===== src/rtl/core/xibd_pkg.sv =====
// Shared types, constants and decode functions for the x86 instruction byte decoder.
package xibd_pkg;

  localparam logic [3:0] MAX_LENGTH = 4'd15;
  localparam logic [4:0] ZERO_REG   = 5'd31;
  localparam logic [4:0] RIP_REG    = 5'd30;

  // Legacy prefix bytes
  localparam logic [7:0] PFX_OPSIZE = 8'h66;
  localparam logic [7:0] PFX_ADSIZE = 8'h67;
  localparam logic [7:0] PFX_REPNE  = 8'hF2;
  localparam logic [7:0] PFX_REP    = 8'hF3;
  localparam logic [7:0] PFX_LOCK   = 8'hF0;
  localparam logic [7:0] PFX_ESCAPE = 8'h0F;
  localparam logic [7:0] PFX_ES     = 8'h26;
  localparam logic [7:0] PFX_CS     = 8'h2E;
  localparam logic [7:0] PFX_SS     = 8'h36;
  localparam logic [7:0] PFX_DS     = 8'h3E;
  localparam logic [7:0] PFX_FS     = 8'h64;
  localparam logic [7:0] PFX_GS     = 8'h65;

  localparam int unsigned PB_OPSIZE = 0;
  localparam int unsigned PB_ESCAPE = 5;

  // Mnemonic codes
  localparam logic [3:0] MN_UNKNOWN = 4'd0;
  localparam logic [3:0] MN_INC     = 4'd9;
  localparam logic [3:0] MN_TEST    = 4'd13;
  localparam logic [3:0] MN_XCHG    = 4'd14;
  localparam logic [3:0] MN_MOV     = 4'd15;

  // Operand forms
  localparam logic [2:0] FORM_NONE    = 3'd0;
  localparam logic [2:0] FORM_RM_REG  = 3'd1;
  localparam logic [2:0] FORM_REG_RM  = 3'd2;
  localparam logic [2:0] FORM_ACC_IMM = 3'd3;
  localparam logic [2:0] FORM_OP_REG  = 3'd4;
  localparam logic [2:0] FORM_OP_IMM  = 3'd5;

  // Operand sizes
  localparam logic [1:0] SZ_BYTE  = 2'd0;
  localparam logic [1:0] SZ_WORD  = 2'd1;
  localparam logic [1:0] SZ_DWORD = 2'd2;
  localparam logic [1:0] SZ_QWORD = 2'd3;

  // ModRM mod and rm field values, and the SIB no-index code
  localparam logic [1:0] MOD_NODISP = 2'd0;
  localparam logic [1:0] MOD_DISP8  = 2'd1;
  localparam logic [1:0] MOD_REG    = 2'd3;
  localparam logic [2:0] RM_SIB     = 3'd4;
  localparam logic [2:0] RM_DISP32  = 3'd5;
  localparam logic [2:0] IDX_NONE   = 3'd4;

  typedef enum logic [2:0] {
    PH_PREFIX,
    PH_OPCODE,
    PH_MODRM,
    PH_SIB,
    PH_DISP,
    PH_IMM
  } phase_e;

  typedef struct packed {
    logic [3:0]  byte_count;
    logic [11:0] prefix_bits;
    logic [7:0]  rex;
    logic [7:0]  opcode;
    logic [7:0]  modrm;
    logic [7:0]  sib;
    logic [31:0] disp;
    logic [63:0] imm;
  } insn_t;

  typedef struct packed {
    logic [3:0] mn;
    logic [2:0] form;
    logic       full;
  } class_t;

  typedef struct packed {
    logic [3:0]  length;
    logic [11:0] prefix_mask;
    logic [7:0]  rex_byte;
    logic [3:0]  mnemonic;
    logic [2:0]  operand_form;
    logic [1:0]  operand_size;
    logic [4:0]  reg_dest;
    logic [4:0]  base_reg;
    logic [4:0]  index_reg;
    logic [1:0]  scale;
    logic [31:0] displacement;
    logic [63:0] immediate;
  } rec_t;

  function automatic logic [11:0] legacy_bit(input logic [7:0] b);
    logic [11:0] r;
    r = '0;
    unique case (b)
      PFX_OPSIZE: r = 12'h001;
      PFX_ADSIZE: r = 12'h002;
      PFX_REPNE:  r = 12'h004;
      PFX_REP:    r = 12'h008;
      PFX_LOCK:   r = 12'h010;
      PFX_ESCAPE: r = 12'h020;
      PFX_ES:     r = 12'h040;
      PFX_CS:     r = 12'h080;
      PFX_SS:     r = 12'h100;
      PFX_DS:     r = 12'h200;
      PFX_FS:     r = 12'h400;
      PFX_GS:     r = 12'h800;
      default:    r = '0;
    endcase
    return r;
  endfunction

  // Non-byte operand size: REX.W wins over the operand-size prefix
  function automatic logic [1:0] full_size(input logic [7:0] rex, input logic [11:0] pfx);
    logic [1:0] r;
    if (rex[3])              r = SZ_QWORD;
    else if (pfx[PB_OPSIZE]) r = SZ_WORD;
    else                     r = SZ_DWORD;
    return r;
  endfunction

  function automatic class_t classify(input logic [7:0] op, input logic [11:0] pfx,
                                      input logic lm);
    class_t c;
    c = '{mn: MN_UNKNOWN, form: FORM_NONE, full: 1'b0};
    if (!pfx[PB_ESCAPE]) begin
      if (op < 8'h40 && op[2:0] < 3'd6) begin
        c.mn   = {1'b0, op[5:3]} + 4'd1;
        c.form = (op[2:1] == 2'd0) ? FORM_RM_REG :
                 (op[2:1] == 2'd1) ? FORM_REG_RM : FORM_ACC_IMM;
        c.full = op[0];
      end else if (op >= 8'h40 && op < 8'h60) begin
        if (!(op < 8'h50 && lm)) begin
          c.mn   = MN_INC + {2'b00, op[4:3]};
          c.form = FORM_OP_REG;
          c.full = 1'b1;
        end
      end else if (op >= 8'h84 && op <= 8'h8B) begin
        c.mn   = (op < 8'h86) ? MN_TEST : (op < 8'h88) ? MN_XCHG : MN_MOV;
        c.form = (op >= 8'h8A) ? FORM_REG_RM : FORM_RM_REG;
        c.full = op[0];
      end else if (op >= 8'hB0) begin
        if (op <= 8'hBF) begin
          c.mn   = MN_MOV;
          c.form = FORM_OP_IMM;
          c.full = op[3];
        end
      end
    end
    return c;
  endfunction

  // Immediate length in bytes; the accumulator quad form takes four
  function automatic logic [3:0] imm_len(input class_t c, input logic [1:0] sz);
    logic [3:0] r;
    r = 4'd0;
    if (c.form == FORM_ACC_IMM || c.form == FORM_OP_IMM) begin
      if (!c.full)          r = 4'd1;
      else if (sz == SZ_WORD) r = 4'd2;
      else if (sz == SZ_QWORD && c.form == FORM_OP_IMM) r = 4'd8;
      else                  r = 4'd4;
    end
    return r;
  endfunction

endpackage


===== src/rtl/core/xibd_record.sv =====
// Builds the decoded result record from the gathered instruction state.
module xibd_record (
  input  xibd_pkg::insn_t st_i,
  input  logic            long_mode_i,
  input  logic            valid_i,
  output xibd_pkg::rec_t  rec_o
);
  import xibd_pkg::*;

  class_t     cls;
  logic [1:0] mod_f;
  logic [2:0] rm_f;
  logic [4:0] sib_idx;

  assign cls     = classify(st_i.opcode, st_i.prefix_bits, long_mode_i);
  assign mod_f   = st_i.modrm[7:6];
  assign rm_f    = st_i.modrm[2:0];
  assign sib_idx = {st_i.rex[1], 1'b0, st_i.sib[5:3]};

  always_comb begin
    rec_o              = '0;
    rec_o.length       = st_i.byte_count;
    rec_o.prefix_mask  = st_i.prefix_bits;
    rec_o.rex_byte     = st_i.rex;
    rec_o.base_reg     = ZERO_REG;
    rec_o.index_reg    = ZERO_REG;
    if (valid_i) begin
      rec_o.mnemonic     = cls.mn;
      rec_o.operand_form = cls.form;
      if (cls.form != FORM_NONE && cls.full)
        rec_o.operand_size = full_size(st_i.rex, st_i.prefix_bits);
      rec_o.immediate    = st_i.imm;
      case (cls.form)
        FORM_ACC_IMM: begin
          rec_o.index_reg = '0;
        end
        FORM_OP_REG, FORM_OP_IMM: begin
          rec_o.reg_dest  = {st_i.rex[0], 1'b0, st_i.opcode[2:0]};
          rec_o.index_reg = {st_i.rex[0], 1'b0, st_i.opcode[2:0]};
        end
        FORM_RM_REG, FORM_REG_RM: begin
          rec_o.reg_dest = {st_i.rex[2], 1'b0, st_i.modrm[5:3]};
          if (mod_f == MOD_REG) begin
            rec_o.index_reg = {st_i.rex[0], 1'b0, rm_f};
          end else if (rm_f == RM_SIB) begin
            // SIB addressing: no base with mod 0 and base 101, no index for 100
            if (mod_f == MOD_NODISP && st_i.sib[2:0] == RM_DISP32)
              rec_o.base_reg = ZERO_REG;
            else
              rec_o.base_reg = {st_i.rex[0], 1'b0, st_i.sib[2:0]};
            rec_o.index_reg = (sib_idx == {2'b00, IDX_NONE}) ? ZERO_REG : sib_idx;
            rec_o.scale     = st_i.sib[7:6];
          end else if (mod_f == MOD_NODISP && rm_f == RM_DISP32) begin
            rec_o.base_reg = long_mode_i ? RIP_REG : ZERO_REG;
          end else begin
            rec_o.base_reg = {st_i.rex[0], 1'b0, rm_f};
          end
          if (mod_f == MOD_DISP8)
            rec_o.displacement = {{24{st_i.disp[7]}}, st_i.disp[7:0]};
          else if (mod_f != MOD_REG)
            rec_o.displacement = st_i.disp;
        end
        default: ;
      endcase
    end
  end

endmodule


===== src/rtl/core/x86_instruction_byte_decoder_top.sv =====
// Top level of the x86 instruction byte decoder.
//
// Instruction bytes enter one beat at a time on the in channel (valid/ready)
// in address order. Each beat advances the decode state: prefixes, REX,
// opcode, ModRM, SIB, displacement and immediate. On the byte that ends an
// instruction, or once fifteen bytes pass without an end, one record beat is
// loaded into the output register and offered on the out channel.
// The record is registered and appears in the cycle after the final byte is taken.
// Throughput: one byte per cycle while the out channel is not stalled; the step
// logic sits between the state registers and the output register in a single pass.
// When the receiver stalls, the held record stays on the outputs and
// in_ready_o drops, so no byte is taken until that record is taken; a byte
// may be taken in the same cycle as the held record.
// Reset clears the decode state and the output valid; long_mode resets to 1.
// long_mode is written through cfg_we_i/cfg_wdata_i with no wait.
module x86_instruction_byte_decoder_top (
  input  logic               clk_i,
  input  logic               rst_ni,
  input  logic               cfg_we_i,
  input  logic               cfg_wdata_i,
  input  logic               in_valid_i,
  output logic               in_ready_o,
  input  logic [7:0]         instruction_byte_i,
  output logic               out_valid_o,
  input  logic               out_ready_i,
  output logic [3:0]         length_o,
  output logic [11:0]        prefix_mask_o,
  output logic [7:0]         rex_byte_o,
  output logic [3:0]         mnemonic_o,
  output logic [2:0]         operand_form_o,
  output logic [1:0]         operand_size_o,
  output logic [4:0]         reg_dest_o,
  output logic [4:0]         base_reg_o,
  output logic [4:0]         index_reg_o,
  output logic [1:0]         scale_o,
  output logic signed [31:0] displacement_o,
  output logic [63:0]        immediate_o
);
  import xibd_pkg::*;

  logic       long_mode_q;
  phase_e     phase_q, phase_d;
  insn_t      st_q, st_d;
  logic [3:0] left_q, left_d;
  rec_t       rec_d, rec_q;
  logic       out_valid_q;
  logic       accept, done, too_long, emit, space;
  logic [7:0] b;
  class_t     cls_new, cls_cur;
  logic [3:0] n_imm_new, n_imm_cur, n_disp, pos4;
  logic [11:0] pbit;

  assign b         = instruction_byte_i;
  assign space     = !out_valid_q || out_ready_i;
  assign in_ready_o = space;
  assign accept    = in_valid_i && in_ready_o;

  assign pbit      = legacy_bit(b);
  assign cls_new   = classify(b, st_q.prefix_bits, long_mode_q);
  assign n_imm_new = imm_len(cls_new, full_size(st_q.rex, st_q.prefix_bits));
  assign cls_cur   = classify(st_q.opcode, st_q.prefix_bits, long_mode_q);
  assign n_imm_cur = imm_len(cls_cur, full_size(st_q.rex, st_q.prefix_bits));
  assign n_disp    = (st_q.modrm[7:6] == MOD_DISP8) ? 4'd1 : 4'd4;

  // Configuration register
  always_ff @(posedge clk_i or negedge rst_ni) begin
    if (!rst_ni) begin
      long_mode_q <= 1'b1;
    end else if (cfg_we_i) begin
      long_mode_q <= cfg_wdata_i;
    end
  end

  // One decode step for the incoming byte
  always_comb begin
    phase_d            = phase_q;
    st_d               = st_q;
    left_d             = left_q;
    done               = 1'b0;
    pos4               = 4'd0;
    st_d.byte_count    = st_q.byte_count + 4'd1;
    unique case (phase_q)
      PH_PREFIX, PH_OPCODE: begin
        if (phase_q == PH_PREFIX && pbit != '0) begin
          st_d.prefix_bits = st_q.prefix_bits | pbit;
        end else if (phase_q == PH_PREFIX && long_mode_q && b[7:4] == 4'h4) begin
          st_d.rex = b;
          phase_d  = PH_OPCODE;
        end else begin
          st_d.opcode = b;
          if (cls_new.form == FORM_RM_REG || cls_new.form == FORM_REG_RM) begin
            phase_d = PH_MODRM;
          end else if (n_imm_new != 4'd0) begin
            phase_d = PH_IMM;
            left_d  = n_imm_new;
          end else begin
            done = 1'b1;
          end
        end
      end
      PH_MODRM: begin
        st_d.modrm = b;
        if (b[7:6] == MOD_REG) begin
          done = 1'b1;
        end else if (b[2:0] == RM_SIB) begin
          phase_d = PH_SIB;
        end else if (b[7:6] == MOD_NODISP && b[2:0] != RM_DISP32) begin
          done = 1'b1;
        end else begin
          phase_d = PH_DISP;
          left_d  = (b[7:6] == MOD_DISP8) ? 4'd1 : 4'd4;
        end
      end
      PH_SIB: begin
        st_d.sib = b;
        if (st_q.modrm[7:6] == MOD_NODISP && b[2:0] != RM_DISP32) begin
          done = 1'b1;
        end else begin
          phase_d = PH_DISP;
          left_d  = (st_q.modrm[7:6] == MOD_DISP8) ? 4'd1 : 4'd4;
        end
      end
      PH_DISP: begin
        pos4 = n_disp - left_q;
        case (pos4[1:0])
          2'd0:    st_d.disp[7:0]   = st_q.disp[7:0]   | b;
          2'd1:    st_d.disp[15:8]  = st_q.disp[15:8]  | b;
          2'd2:    st_d.disp[23:16] = st_q.disp[23:16] | b;
          default: st_d.disp[31:24] = st_q.disp[31:24] | b;
        endcase
        if (left_q != 4'd0) left_d = left_q - 4'd1;
        done = (left_d == 4'd0);
      end
      PH_IMM: begin
        pos4 = n_imm_cur - left_q;
        case (pos4[2:0])
          3'd0:    st_d.imm[7:0]   = st_q.imm[7:0]   | b;
          3'd1:    st_d.imm[15:8]  = st_q.imm[15:8]  | b;
          3'd2:    st_d.imm[23:16] = st_q.imm[23:16] | b;
          3'd3:    st_d.imm[31:24] = st_q.imm[31:24] | b;
          3'd4:    st_d.imm[39:32] = st_q.imm[39:32] | b;
          3'd5:    st_d.imm[47:40] = st_q.imm[47:40] | b;
          3'd6:    st_d.imm[55:48] = st_q.imm[55:48] | b;
          default: st_d.imm[63:56] = st_q.imm[63:56] | b;
        endcase
        if (left_q != 4'd0) left_d = left_q - 4'd1;
        done = (left_d == 4'd0);
      end
      default: ;
    endcase
    too_long = !done && (st_d.byte_count >= MAX_LENGTH);
  end

  assign emit = accept && (done || too_long);

  xibd_record u_record (
    .st_i        (st_d),
    .long_mode_i (long_mode_q),
    .valid_i     (done),
    .rec_o       (rec_d)
  );

  // Decode state registers
  always_ff @(posedge clk_i or negedge rst_ni) begin
    if (!rst_ni) begin
      phase_q <= PH_PREFIX;
      st_q    <= '0;
      left_q  <= '0;
    end else if (emit) begin
      phase_q <= PH_PREFIX;
      st_q    <= '0;
      left_q  <= '0;
    end else if (accept) begin
      phase_q <= phase_d;
      st_q    <= st_d;
      left_q  <= left_d;
    end
  end

  // Output register
  always_ff @(posedge clk_i or negedge rst_ni) begin
    if (!rst_ni) begin
      out_valid_q <= 1'b0;
    end else if (emit) begin
      out_valid_q <= 1'b1;
    end else if (out_ready_i) begin
      out_valid_q <= 1'b0;
    end
  end

  always_ff @(posedge clk_i) begin
    if (emit) begin
      rec_q <= rec_d;
    end
  end

  assign out_valid_o    = out_valid_q;
  assign length_o       = rec_q.length;
  assign prefix_mask_o  = rec_q.prefix_mask;
  assign rex_byte_o     = rec_q.rex_byte;
  assign mnemonic_o     = rec_q.mnemonic;
  assign operand_form_o = rec_q.operand_form;
  assign operand_size_o = rec_q.operand_size;
  assign reg_dest_o     = rec_q.reg_dest;
  assign base_reg_o     = rec_q.base_reg;
  assign index_reg_o    = rec_q.index_reg;
  assign scale_o        = rec_q.scale;
  assign displacement_o = $signed(rec_q.displacement);
  assign immediate_o    = rec_q.immediate;

endmodule

===== config.mk =====
export PLATFORM = sky130hd
export DESIGN_NAME = x86_instruction_byte_decoder_top
export DESIGN_NICKNAME = d
export VERILOG_FILES = /design/src/rtl/core/xibd_pkg.sv /design/src/rtl/core/xibd_record.sv /design/src/rtl/core/x86_instruction_byte_decoder_top.sv
export SDC_FILE = /design/constraint.sdc
export NUM_CORES = 1
export LEC_CHECK = 0
export ABC_CLOCK_PERIOD_IN_PS = 9400
export BUFFER_PORTS_ARGS = -buffer_cell sky130_fd_sc_hd__buf_2
export CAP_MARGIN = 10
export CORE_MARGIN = 4
export CORE_UTILIZATION = 43
export CTS_BUF_LIST = sky130_fd_sc_hd__clkbuf_4
export CTS_CLUSTER_DIAMETER = 40
export DETAILED_ROUTE_END_ITERATION = 10
export HOLD_SLACK_MARGIN = 0.15
export SYNTH_ARGS = -nofsm -noshare
export SYNTH_HDL_FRONTEND = slang
export SYNTH_SLANG_ARGS = --single-unit

===== constraint.sdc =====
create_clock -name clk_i -period 9.4 [get_ports clk_i]
set_input_delay 1.88 -clock clk_i [delete_from_list [all_inputs] [get_ports clk_i]]
set_output_delay 1.88 -clock clk_i [all_outputs]
set_load 0.01 [all_outputs]

### After elaboration in Yosys (flattened, before gate mapping)

Cells that the tools add are included.

* bits in registers: 299
* output and inout port bits: 148
* word-level logic and storage cells: 323

* $add $sub $neg: 6
* magnitude comparators: 33
* equality and inequality tests: 64
* muxes and demuxes: 117
* bitwise logic cells: 16
* reduce and logical (&&, ||, !) cells: 63

Operator list (number)
* $mux 144: 2
* $mux 8: 22
* $pmux 12 s12: 1
* $mux 4: 33
* $mux 32: 3
* $or 8x8->8: 12
* $ge 8x8->1 const B: 9
* $lt 8x7->1 const B: 9
* $mux 64: 1
* $mux 3: 17
* $le 8x8->1 const B: 6
* $eq 3x3->1 const B: 13
* $eq 8x6->1 const B: 4
* $eq 8x7->1 const B: 4
* $mux 28: 1
* $eq 3x2->1 const B: 9
* $ne 3x3->1 const B: 9
* $logic_and 1x1->1: 25
* $mux 5: 5
* $eq 8x8->1 const B: 3
* $ge 8x7->1 const B: 3
* $pmux 4 s5: 1
* $mux 2: 9
* $eq 2x1->1 const B: 8
* other kinds (43): 90

### Logic depth before layout (Yosys ltp)

Gate-level depths: netlist of the first run.

* depth in word-level cells: 25
* depth in mapped cells: 15
* gate-level depth less buffers: 12

### Modules after synthesis

From an unflattened synthesis of the first run, not the netlist that was laid out.

* cell total of the unflattened synthesis: 1556
* area, all modules: 15643.8 µm²

By module, submodules not included
* x86_instruction_byte_decoder_top: instances 1, cells each 1259, area each 13680.6 µm², seq. area each 8214.1 µm²
* xibd_record: instances 1, cells each 297, area each 1963.1 µm², seq. area each 0.0 µm²

### Least setup slack after synthesis of the first run

Ideal clock, no wire load.

* path kind: input-to-reg
* from: input port instruction_byte_i[7]
* to: register rec_q, in the netlist base_reg_o[0] (enable)
* library setup time: 0.567 ns
* arrival: 7.729 ns
* slack: 1.104 ns
* cell stages on the path: 10
* buffers on the path: 2
* cells stage by stage: buf_2 > nand2b_1 > o32a_1 > o221a_1 > nor2_2 > a41oi_2 > nand2_1 > nand2_1 > inv_2 > clkbuf_1

* cells in the longest elaborated chain, start to end: 23
* elaborated cells on any way between the ends: 65

RTL lines
* from (decl): line x86_instruction_byte_decoder_top.sv:23 `input logic [7:0] instruction_byte_i,`
* $le 8x8->1: line xibd_pkg.sv:146 `if (op <= 8'hBF) begin`
* $mux 4: line xibd_pkg.sv:146
* $mux 4: line xibd_pkg.sv:145 `end else if (op >= 8'hB0) begin`
* $mux 4: line xibd_pkg.sv:141 `end else if (op >= 8'h84 && op <= 8'h8B) begin`
* $mux 4: line xibd_pkg.sv:135 `end else if (op >= 8'h40 && op < 8'h60) begin`
* $mux 4: line xibd_pkg.sv:130 `if (op < 8'h40 && op[2:0] < 3'd6) begin`
* $mux 4: line xibd_pkg.sv:129 `if (!pfx[PB_ESCAPE]) begin`
* $eq 3x3->1: line xibd_pkg.sv:160, xibd_pkg.sv:163
* (+8 left out)
* $mux 1: line x86_instruction_byte_decoder_top.sv:86 `end else if (phase_q == PH_PREFIX && long_mode_q && b[7:4] == 4'h4) begin`
* $mux 1: line x86_instruction_byte_decoder_top.sv:84 `if (phase_q == PH_PREFIX && pbit != '0) begin`
* $pmux 1 s5 (*): line x86_instruction_byte_decoder_top.sv:82 `unique case (phase_q)`
* $logic_not 1->1: line x86_instruction_byte_decoder_top.sv:151 `too_long = !done && (st_d.byte_count >= MAX_LENGTH);`
* $logic_and 1x1->1: line x86_instruction_byte_decoder_top.sv:151
* $logic_or 1x1->1 (*): line x86_instruction_byte_decoder_top.sv:154 `assign emit = accept && (done || too_long);`
* $logic_and 1x1->1 (*): line x86_instruction_byte_decoder_top.sv:154
* net emit: line x86_instruction_byte_decoder_top.sv:47 `logic accept, done, too_long, emit, space;`
* to (signal assigned): line x86_instruction_byte_decoder_top.sv:193 `rec_q <= rec_d;`
* to (decl): line x86_instruction_byte_decoder_top.sv:45 `rec_t rec_d, rec_q;`

Mark *: on every way through the listed nets, which the timed path passes. The rest lies on a longest branch.
A chain may end at the register's enable or synchronous reset.

### Worst setup path after layout of the first run

* from: input port instruction_byte_i[4]
* to: register rec_q, in the netlist immediate_o[28] (enable)

* cells in the longest elaborated chain, start to end: 23
* elaborated cells on any way between the ends: 59

RTL lines
* $le 8x8->1: line xibd_pkg.sv:146
* $mux 4: line xibd_pkg.sv:146
* $mux 4: line xibd_pkg.sv:145
* $mux 4: line xibd_pkg.sv:141
* $mux 4: line xibd_pkg.sv:135
* $mux 4: line xibd_pkg.sv:130
* $mux 4: line xibd_pkg.sv:129
* $eq 3x3->1: line xibd_pkg.sv:160, xibd_pkg.sv:163
* (+7 left out)
* $mux 1: line x86_instruction_byte_decoder_top.sv:91 `if (cls_new.form == FORM_RM_REG || cls_new.form == FORM_REG_RM) begin`
* $mux 1: line x86_instruction_byte_decoder_top.sv:86
* $mux 1 (*): line x86_instruction_byte_decoder_top.sv:84
* $pmux 1 s5 (*): line x86_instruction_byte_decoder_top.sv:82
* $logic_not 1->1: line x86_instruction_byte_decoder_top.sv:151
* $logic_and 1x1->1: line x86_instruction_byte_decoder_top.sv:151
* $logic_or 1x1->1 (*): line x86_instruction_byte_decoder_top.sv:154
* $logic_and 1x1->1 (*): line x86_instruction_byte_decoder_top.sv:154

Mark *: on every way between the ends. The rest lies on a longest branch, timed or not.

==> impl_metrics.py, run 1 <==
metrics = {
    "status": {
        "status": "finished, final reports clean",
    },
    "global_route": {
        "grt_overflow": 0,
        "grt_pass1_vias": 10900,
        "grt_use_met3_pct": 4.18,
        "met2_usage_pct": 32.8,
        "globalRoute.busiestLayer": "met2",
        "grtUsageMet1_pct": 30.5,
        "grt_usage_pct": 21.2,
        "grt_max_degree": 134,
        "grt_pass1_wl_um": 61500,
        "antenna_found_initial": 1,
    },
    "cts": {
        "clk_latency_ps": 710,
        "clockBufferDepth": 3,
        "cts_tree": "done",
        "htreeDepth": 3,
        "post-cts-setup-buffer-count": 0,
        "hold_buffers": 0,
        "cts_buffers": 79,
        "cts_num_sinks": 298,
        "clkTransAtPathRegs_ps": 70,
        "cts-resized-gates": 0,
        "root_buffer": "clkbuf_4",
    },
    "synth": {
        "syn-cell-area_um2": 14200,
        "netlist.area_leader.share_pct": 30.6,
        "syn-instance-count": 1351,
        "netlist_top_cells_area": "edfxtp_1 31%, dfrtp_1 27%, nor2_1 6.4%, a31oi_1 4.8%, a21oi_1 2.7%",
        "ys_warn_count": 0,
        "synth_commonest_cells": "241 x nor2_1, 152 x dfrtp_1, 145 x edfxtp_1",
        "mappedNetlistNets": 1372,
        "synth_largest_area_cell": "edfxtp_1",
        "synth_cell_types": 82,
        "synthArstFlopShare_pct": 51.3,
        "ys_seq_elements": 298,
        "synth-edff-count": 145,
        "yosysMostFrequentCell": "nor2_1",
        "avgSynthCellArea_um2": 10.5,
        "synth_ff_type": "dfrtp_1",
        "ys_seq_area_share_pct": 57.6,
    },
    "worst_setup_path": {
        "crit_arrival_ps": 6580,
        "slowest_stage": "nand2_1",
        "crit_required_ps": 9690,
        "path_buf_inv": 4,
        "worstSetupEndpointType": "flip-flop",
        "cp_cell_sequence": "buf_2 -> or2_1 -> a21oi_1 -> o31a_1 -> o21ai_1 -> a41oi_4 -> buf_4 -> nand2_1 -> nand2_1 -> inv_8 -> buf_4",
        "crit_type": "input port to flip-flop",
        "critPathLaunchType": "input port",
        "path_delay_family": "buffers and inverters",
        "path_max_fanout": 133,
        "cp_slowest_stage_delay_ps": 820,
    },
    "floorplanning": {
        "initial_core_util_pct": 43.7,
        "num_rows": 66,
        "die_w_um": 190,
        "io_pins": 162,
        "die_area_um2": 36000,
        "core-area_um2": 32500,
        "die_y_um": 190,
    },
    "sta": {
        "setup_violations": 0,
        "final.setup.worst_slack_ps": 3110,
        "fin_crit_ps": 6290,
        "rsz0062_at_grt": "no",
        "finalSetupTns_ps": 0,
        "max_freq_mhz": 159,
        "hold_viol": 0,
        "min_period_over_period_pct": 66.9,
        "tightest_slew_ps": 1050,
        "maxSlewViolCount": 0,
        "slew-limit-headroom_pct": 29.7,
        "fin_skew_ps": 70.9,
    },
    "place": {
        "dpl.cell_count": 1846,
        "dpl_worst_slack_ps": 2440,
        "dp_hpwl_um": 24500,
        "portBuffers": 160,
        "gp_congestion": 0.855,
        "dpl-instance-area_um2": 15200,
    },
    "cells_and_area": {
        "fillers": 3120,
        "final_cells": 1996,
        "fin_area_um2": 16300,
        "area_growth_pct": 14.8,
        "drive_gt1_share_pct": 24.8,
        "nets": 1506,
    },
    "detailed_routing": {
        "drt_iter0_markers": 968,
        "vias_per_cell": 5.68,
        "wirelength_um": 38800,
        "routedWlPerCell_um": 19.4,
        "final_antenna_net_count": 0,
        "drc_errors": 0,
        "drtPass1Iterations": 5,
        "vias": 11300,
    },
    "power_and_ir_drop": {
        "vdd_drop_max_mv": 0.270,
        "power.density_nw_per_um2": 345,
        "p_total_mw": 5.62,
        "p_leak_nw": 6.81,
    },
    "hold_path": {
        "hp-class": "flip-flop to flip-flop",
    },
    "run": {
        "drv_cap": 0,
    },
}
## tightest hold or removal path, stage by stage, from the launching register on
cell     delay, ps
dfrtp_1        350
nand2_1         50
o31ai_1         50
## flip-flops by register name, summed over array words and instances (netlist names)
| name | flops |
|---|---|
| left_q | 4 |
| rex_byte_o | 8 |
| long_mode_q | 1 |
| operand_size_o | 2 |
| operand_form_o | 3 |
| reg_dest_o | 4 |
| length_o | 4 |
| mnemonic_o | 4 |
| displacement_o | 32 |
| out_valid_o | 1 |
| st_q | 144 |
| prefix_mask_o | 12 |
| immediate_o | 64 |
| scale_o | 2 |
| base_reg_o | 5 |
| phase_q | 3 |
| index_reg_o | 5 |
## final timing paths
kind                                  startpoint         endpoint  slack (ps)  cells after the start
setup reg to reg                       left_q[0]  immediate_o[28]        4060                     12
hold / removal                         st_q[122]        st_q[122]         490                      2
min in group asynchronous                 rst_ni        st_q[118]        1200                      1
setup / recovery           instruction_byte_i[4]  immediate_o[28]        3110                     11
hold reg to reg                        st_q[122]        st_q[122]         490                      2
max in group asynchronous                 rst_ni         st_q[20]        6520                      2
## kinds of logic (layout without fill, tap and decap cells)
group | count (synthesis) | count (layout) | share of synthesized area [%]
xor+xnor | 11 | 11 | 0.916
buf+inv | 151 | 350 | 4.66
simple gates | 460 | 460 | 15.1
mux | 30 | 30 | 2.17
compound gates | 393 | 393 | 18.9
other cells | 1 | 5 | 0.0264
fa+ha+maj | 7 | 7 | 0.669
flops | 298 | 298 | 57.6
## cells in the final DEF (no fill, tap or decap), drive strengths merged, types with 5 or more instances in the layout
master and count:
nand3 18, nor4 7, ha 6, a22o 12, a21o 10, o31ai 17, a211oi 8, xnor2 7
clkinv 11, or2 5, nor3b 6, mux2 6, clkbuf 129, o21ai 56, nand2 63, o211ai 5
a31o 6, nor3 24, and3 11, a31oi 111, a21oi 96, mux2i 24, nand2b 13, nor2b 21
a41oi 35, inv 26, buf 181, or3b 6, o22ai 6, or3 6, dfrtp 152, nor2 243
and2 23, edfxtp 145
## metrics by stage
step           util, %  hold WS [ps]
3_5_place_dp      46.7           470
5_1_grt           50.2           506
4_1_cts           50.1           487
3_3_place_gp      46.7           465
6_report          50.2           487
2_1_floorplan        -           448
## layer usage
layer  share of wire [%]  vias to the layer above  wire, µm
met2                  46                      446     17800
met3                 6.8                       67      2650
met1                  45                     5547     17600
met4                 2.0                        0       766
met5                   0                        -         0
li1                    -                     5271         -
## area by class of cell
class	instances	area, µm²	share of cell area [%]
clock buffers	129	968	5.93
diodes	4	10.0	0.0613
inverters	23	93.8	0.575
well taps	442	553	3.39
clock inverters	17	135	0.828
repair buffers	181	965	5.91
multi-input cells	902	5410	33.2
flip-flops and latches	298	8180	50.1
## where the power goes
part | total (mW) | internal, mW | switching [mW]
Sequential | 1.98 | 1.80 | 0.186
Combinational | 2.42 | 0.678 | 1.74
Clock | 1.22 | 0.679 | 0.544
(Power assumes the default switching activity.)
==> inputs of run 2 (changes only) <==
--- a/config.mk
+++ b/config.mk
@@ -5,7 +5,8 @@
 export SDC_FILE = /design/constraint.sdc
 export NUM_CORES = 1
 export LEC_CHECK = 0
-export ABC_CLOCK_PERIOD_IN_PS = 9400
+export ABC_AREA = 1
+export ABC_CLOCK_PERIOD_IN_PS = 6250
 export BUFFER_PORTS_ARGS = -buffer_cell sky130_fd_sc_hd__buf_2
 export CAP_MARGIN = 10
 export CORE_MARGIN = 4
==> constraint.sdc (replaced) <==
create_clock -name clk_i -period 6.25 [get_ports clk_i]
set_input_delay 1.25 -clock clk_i [delete_from_list [all_inputs] [get_ports clk_i]]
set_output_delay 1.25 -clock clk_i [all_outputs]
set_load 0.01 [all_outputs]
==> run 2 against run 1 <==
Global-route usage shrank 0.43 points. Non-clock buffer count grew 3. First-iteration DRC count shrank 18%.
==> impl_metrics.py, run 2 <==
metrics = {
    "worst_setup_path": {
        "crit_arrival_ps": 4630,
        "cp_common_cell": "nand2_1",
        "path_buf_inv": 5,
        "r2r_cells": 18,
        "crit_type": "input port to flip-flop",
        "cp_slowest_stage_delay_ps": 550,
        "worstSetupEndpointType": "flip-flop",
        "crit_required_ps": 6640,
        "r2r-start": "long_mode_q",
        "setup.worst_path.end": "rex_byte_o[1]",
        "slowest_stage": "inv_8",
        "cp_cell_sequence": "buf_2 -> inv_2 -> nor2_1 -> nand3_1 -> a21oi_1 -> or2_1 -> nand2_1 -> o21ai_1 -> a21o_1 -> nand2_1 -> nor2_1 -> nand2_1 -> nand2_2 -> inv_2 -> nand2_1 -> nand2_1 -> inv_8 -> buf_4",
        "setup.worst_path.start": "instruction_byte_i[7]",
        "path_delay_family": "simple AND/OR/NAND/NOR gates",
        "critPathLaunchType": "input port",
        "r2r_slack_ps": 2080,
        "path_max_fanout": 88,
        "cp_num_cells": 18,
        "reg2reg_to": "immediate_o[19]",
    },
    "status": {
        "status": "finished, final reports clean",
    },
    "synth": {
        "syn-instance-count": 1492,
        "avgSynthCellArea_um2": 9.21,
        "ys_warn_count": 0,
        "synthArstFlopShare_pct": 51.3,
        "ys_seq_area_share_pct": 59.5,
        "mappedNetlistNets": 1513,
        "netlist_top_cells_area": "edfxtp_1 32%, dfrtp_1 28%, a21oi_1 7.2%, nand2_1 6.3%, inv_1 4.7%",
        "synth_ff_type": "dfrtp_1",
        "synth_cell_types": 52,
        "netlist.area_leader.share_pct": 31.7,
        "syn-cell-area_um2": 13700,
        "synth-edff-count": 145,
        "synth_largest_area_cell": "edfxtp_1",
        "synth_commonest_cells": "230 x nand2_1, 198 x a21oi_1, 173 x inv_1",
        "yosysMostFrequentCell": "nand2_1",
        "ys_seq_elements": 298,
    },
    "cts": {
        "htreeDepth": 3,
        "clk_latency_ps": 720,
        "cts_buffers": 79,
        "root_buffer": "clkbuf_4",
        "clockBufferDepth": 3,
        "clkTransAtPathRegs_ps": 70,
        "cts-resized-gates": 0,
        "hold_buffers": 0,
        "cts_num_sinks": 298,
        "post-cts-setup-buffer-count": 0,
        "cts_tree": "done",
    },
    "cells_and_area": {
        "fillers": 3074,
        "utilization_pct": 51.0,
        "area_growth_pct": 17.2,
        "largest_reg_flops": 144,
        "drive_gt1_share_pct": 22.3,
        "final_common_cell": "nand2_1",
        "layout_common_cells": "230 x nand2_1, 198 x a21oi_1, 172 x inv_1",
        "nets": 1708,
        "largest_register": "st_q",
    },
    "place": {
        "portBuffers": 160,
        "gp_congestion": 0.893,
        "dp_hpwl_um": 24200,
    },
    "global_route": {
        "grt_pass1_vias": 10800,
        "antenna_found_initial": 1,
        "grt_overflow": 0,
        "grt_usage_pct": 20.8,
        "grt_max_degree": 89,
        "grt_pass1_wl_um": 59000,
    },
    "sta": {
        "fin_skew_ps": 43.3,
        "slew-limit-headroom_pct": 23.7,
        "rsz0062_at_grt": "no",
        "hold_viol": 0,
        "fin_crit_ps": 4240,
        "setup_violations": 0,
        "finalSetupTns_ps": 0,
        "max_freq_mhz": 236,
        "hold_ws_ps": 483,
        "maxSlewViolCount": 0,
        "tightest_slew_ps": 1140,
        "min_period_over_period_pct": 67.9,
    },
    "detailed_routing": {
        "vias_per_cell": 5.14,
        "drtPass1Iterations": 6,
        "drt_iter0_markers": 795,
        "final_antenna_net_count": 0,
        "vias": 11100,
        "routedWlPerCell_um": 16.9,
        "drc_errors": 0,
        "wirelength_um": 36500,
    },
    "power_and_ir_drop": {
        "power.density_nw_per_um2": 493,
        "power.share.combinational_pct": 40.1,
        "p_switching_mw": 3.32,
        "vdd_drop_max_mv": 0.327,
        "p_leak_nw": 6.91,
        "p_total_mw": 7.94,
        "power.share.clock_pct": 23.2,
        "p_seq_share_pct": 36.8,
        "netSwitchingFraction_pct": 41.8,
        "intPower_mw": 4.62,
    },
    "floorplanning": {
        "die_y_um": 187,
        "initial_core_util_pct": 43.6,
        "die_w_um": 187,
        "die_area_um2": 34900,
        "num_rows": 65,
        "core-area_um2": 31600,
        "io_pins": 162,
    },
    "run": {
        "drv_cap": 0,
    },
    "hold_path": {
        "hp-class": "flip-flop to flip-flop",
    },
}
run 2: how the worst min path moves through the flow:
stage / from / end / slack, ps / cells after the start
global placement: st_q[101] / st_q[101] / 460 / 2
finish: st_q[97] / st_q[97] / 480 / 2
detailed placement: st_q[104] / st_q[104] / 470 / 2
global route: st_q[96] / st_q[96] / 500 / 2
CTS: st_q[101] / st_q[101] / 490 / 2
floorplan: st_q[100] / st_q[100] / 450 / 2
run 2: tightest hold or removal path, stage by stage (launching register included):
cell     delay [ps]
dfrtp_1         340
nand2_1          50
o21ai_0          60
run 2: cell families after synthesis:
kind of cell / count (synthesis) / synth area share, %
other: 1 / 0.0273
AOI/OAI and AO/OA: 349 / 13.6
and+or+nand+nor: 572 / 18.3
adders and majority gates: 7 / 0.692
buffers and inverters: 259 / 7.45
xor gates and xnor gates: 6 / 0.382
DFF: 298 / 59.5
run 2: metrics by stage:
stage / std cells / cell area, µm² / setup slack (ps)
floorplan: 1492 / 13700 / 1050
global placement: 2008 / 15000 / 1360
detailed placement: 2008 / 15000 / 1300
CTS: 2156 / 16100 / 2050
global route: 2158 / 16100 / 1680
finish: 2159 / 16100 / 2010
run 2: final cells by class:
class	instances	area [µm²]	area share (%)
antenna	3	7.51	0.0466
clock buffer	129	968	6.01
clock inverter	19	146	0.909
inverter	189	722	4.48
multi-input combinational	935	4550	28.2
sequential	298	8180	50.8
tap	402	503	3.12
timing repair buffer	184	1020	6.36
run 2: power groups by stage:
stage / Clock, mW / Combinational, mW / Sequential (mW)
global placement: 0 / 3.18 / 2.95
floorplan: 0 / 2.04 / 3.11
global route: 2.02 / 3.56 / 2.98
CTS: 1.89 / 3.21 / 2.93
finish: 1.84 / 3.18 / 2.92
detailed placement: 0 / 3.20 / 2.96
run 2: layer usage:
layer  up-vias  GRT usage [%]  wire [µm]  part of all wire, %
met4         0           5.60        536                  1.5
met5         -              0          0                    0
met2       335           32.5      16900                   46
met1      5272           29.4      16900                   46
li1       5454              -          -                    -
met3        44           4.77       2170                  6.0
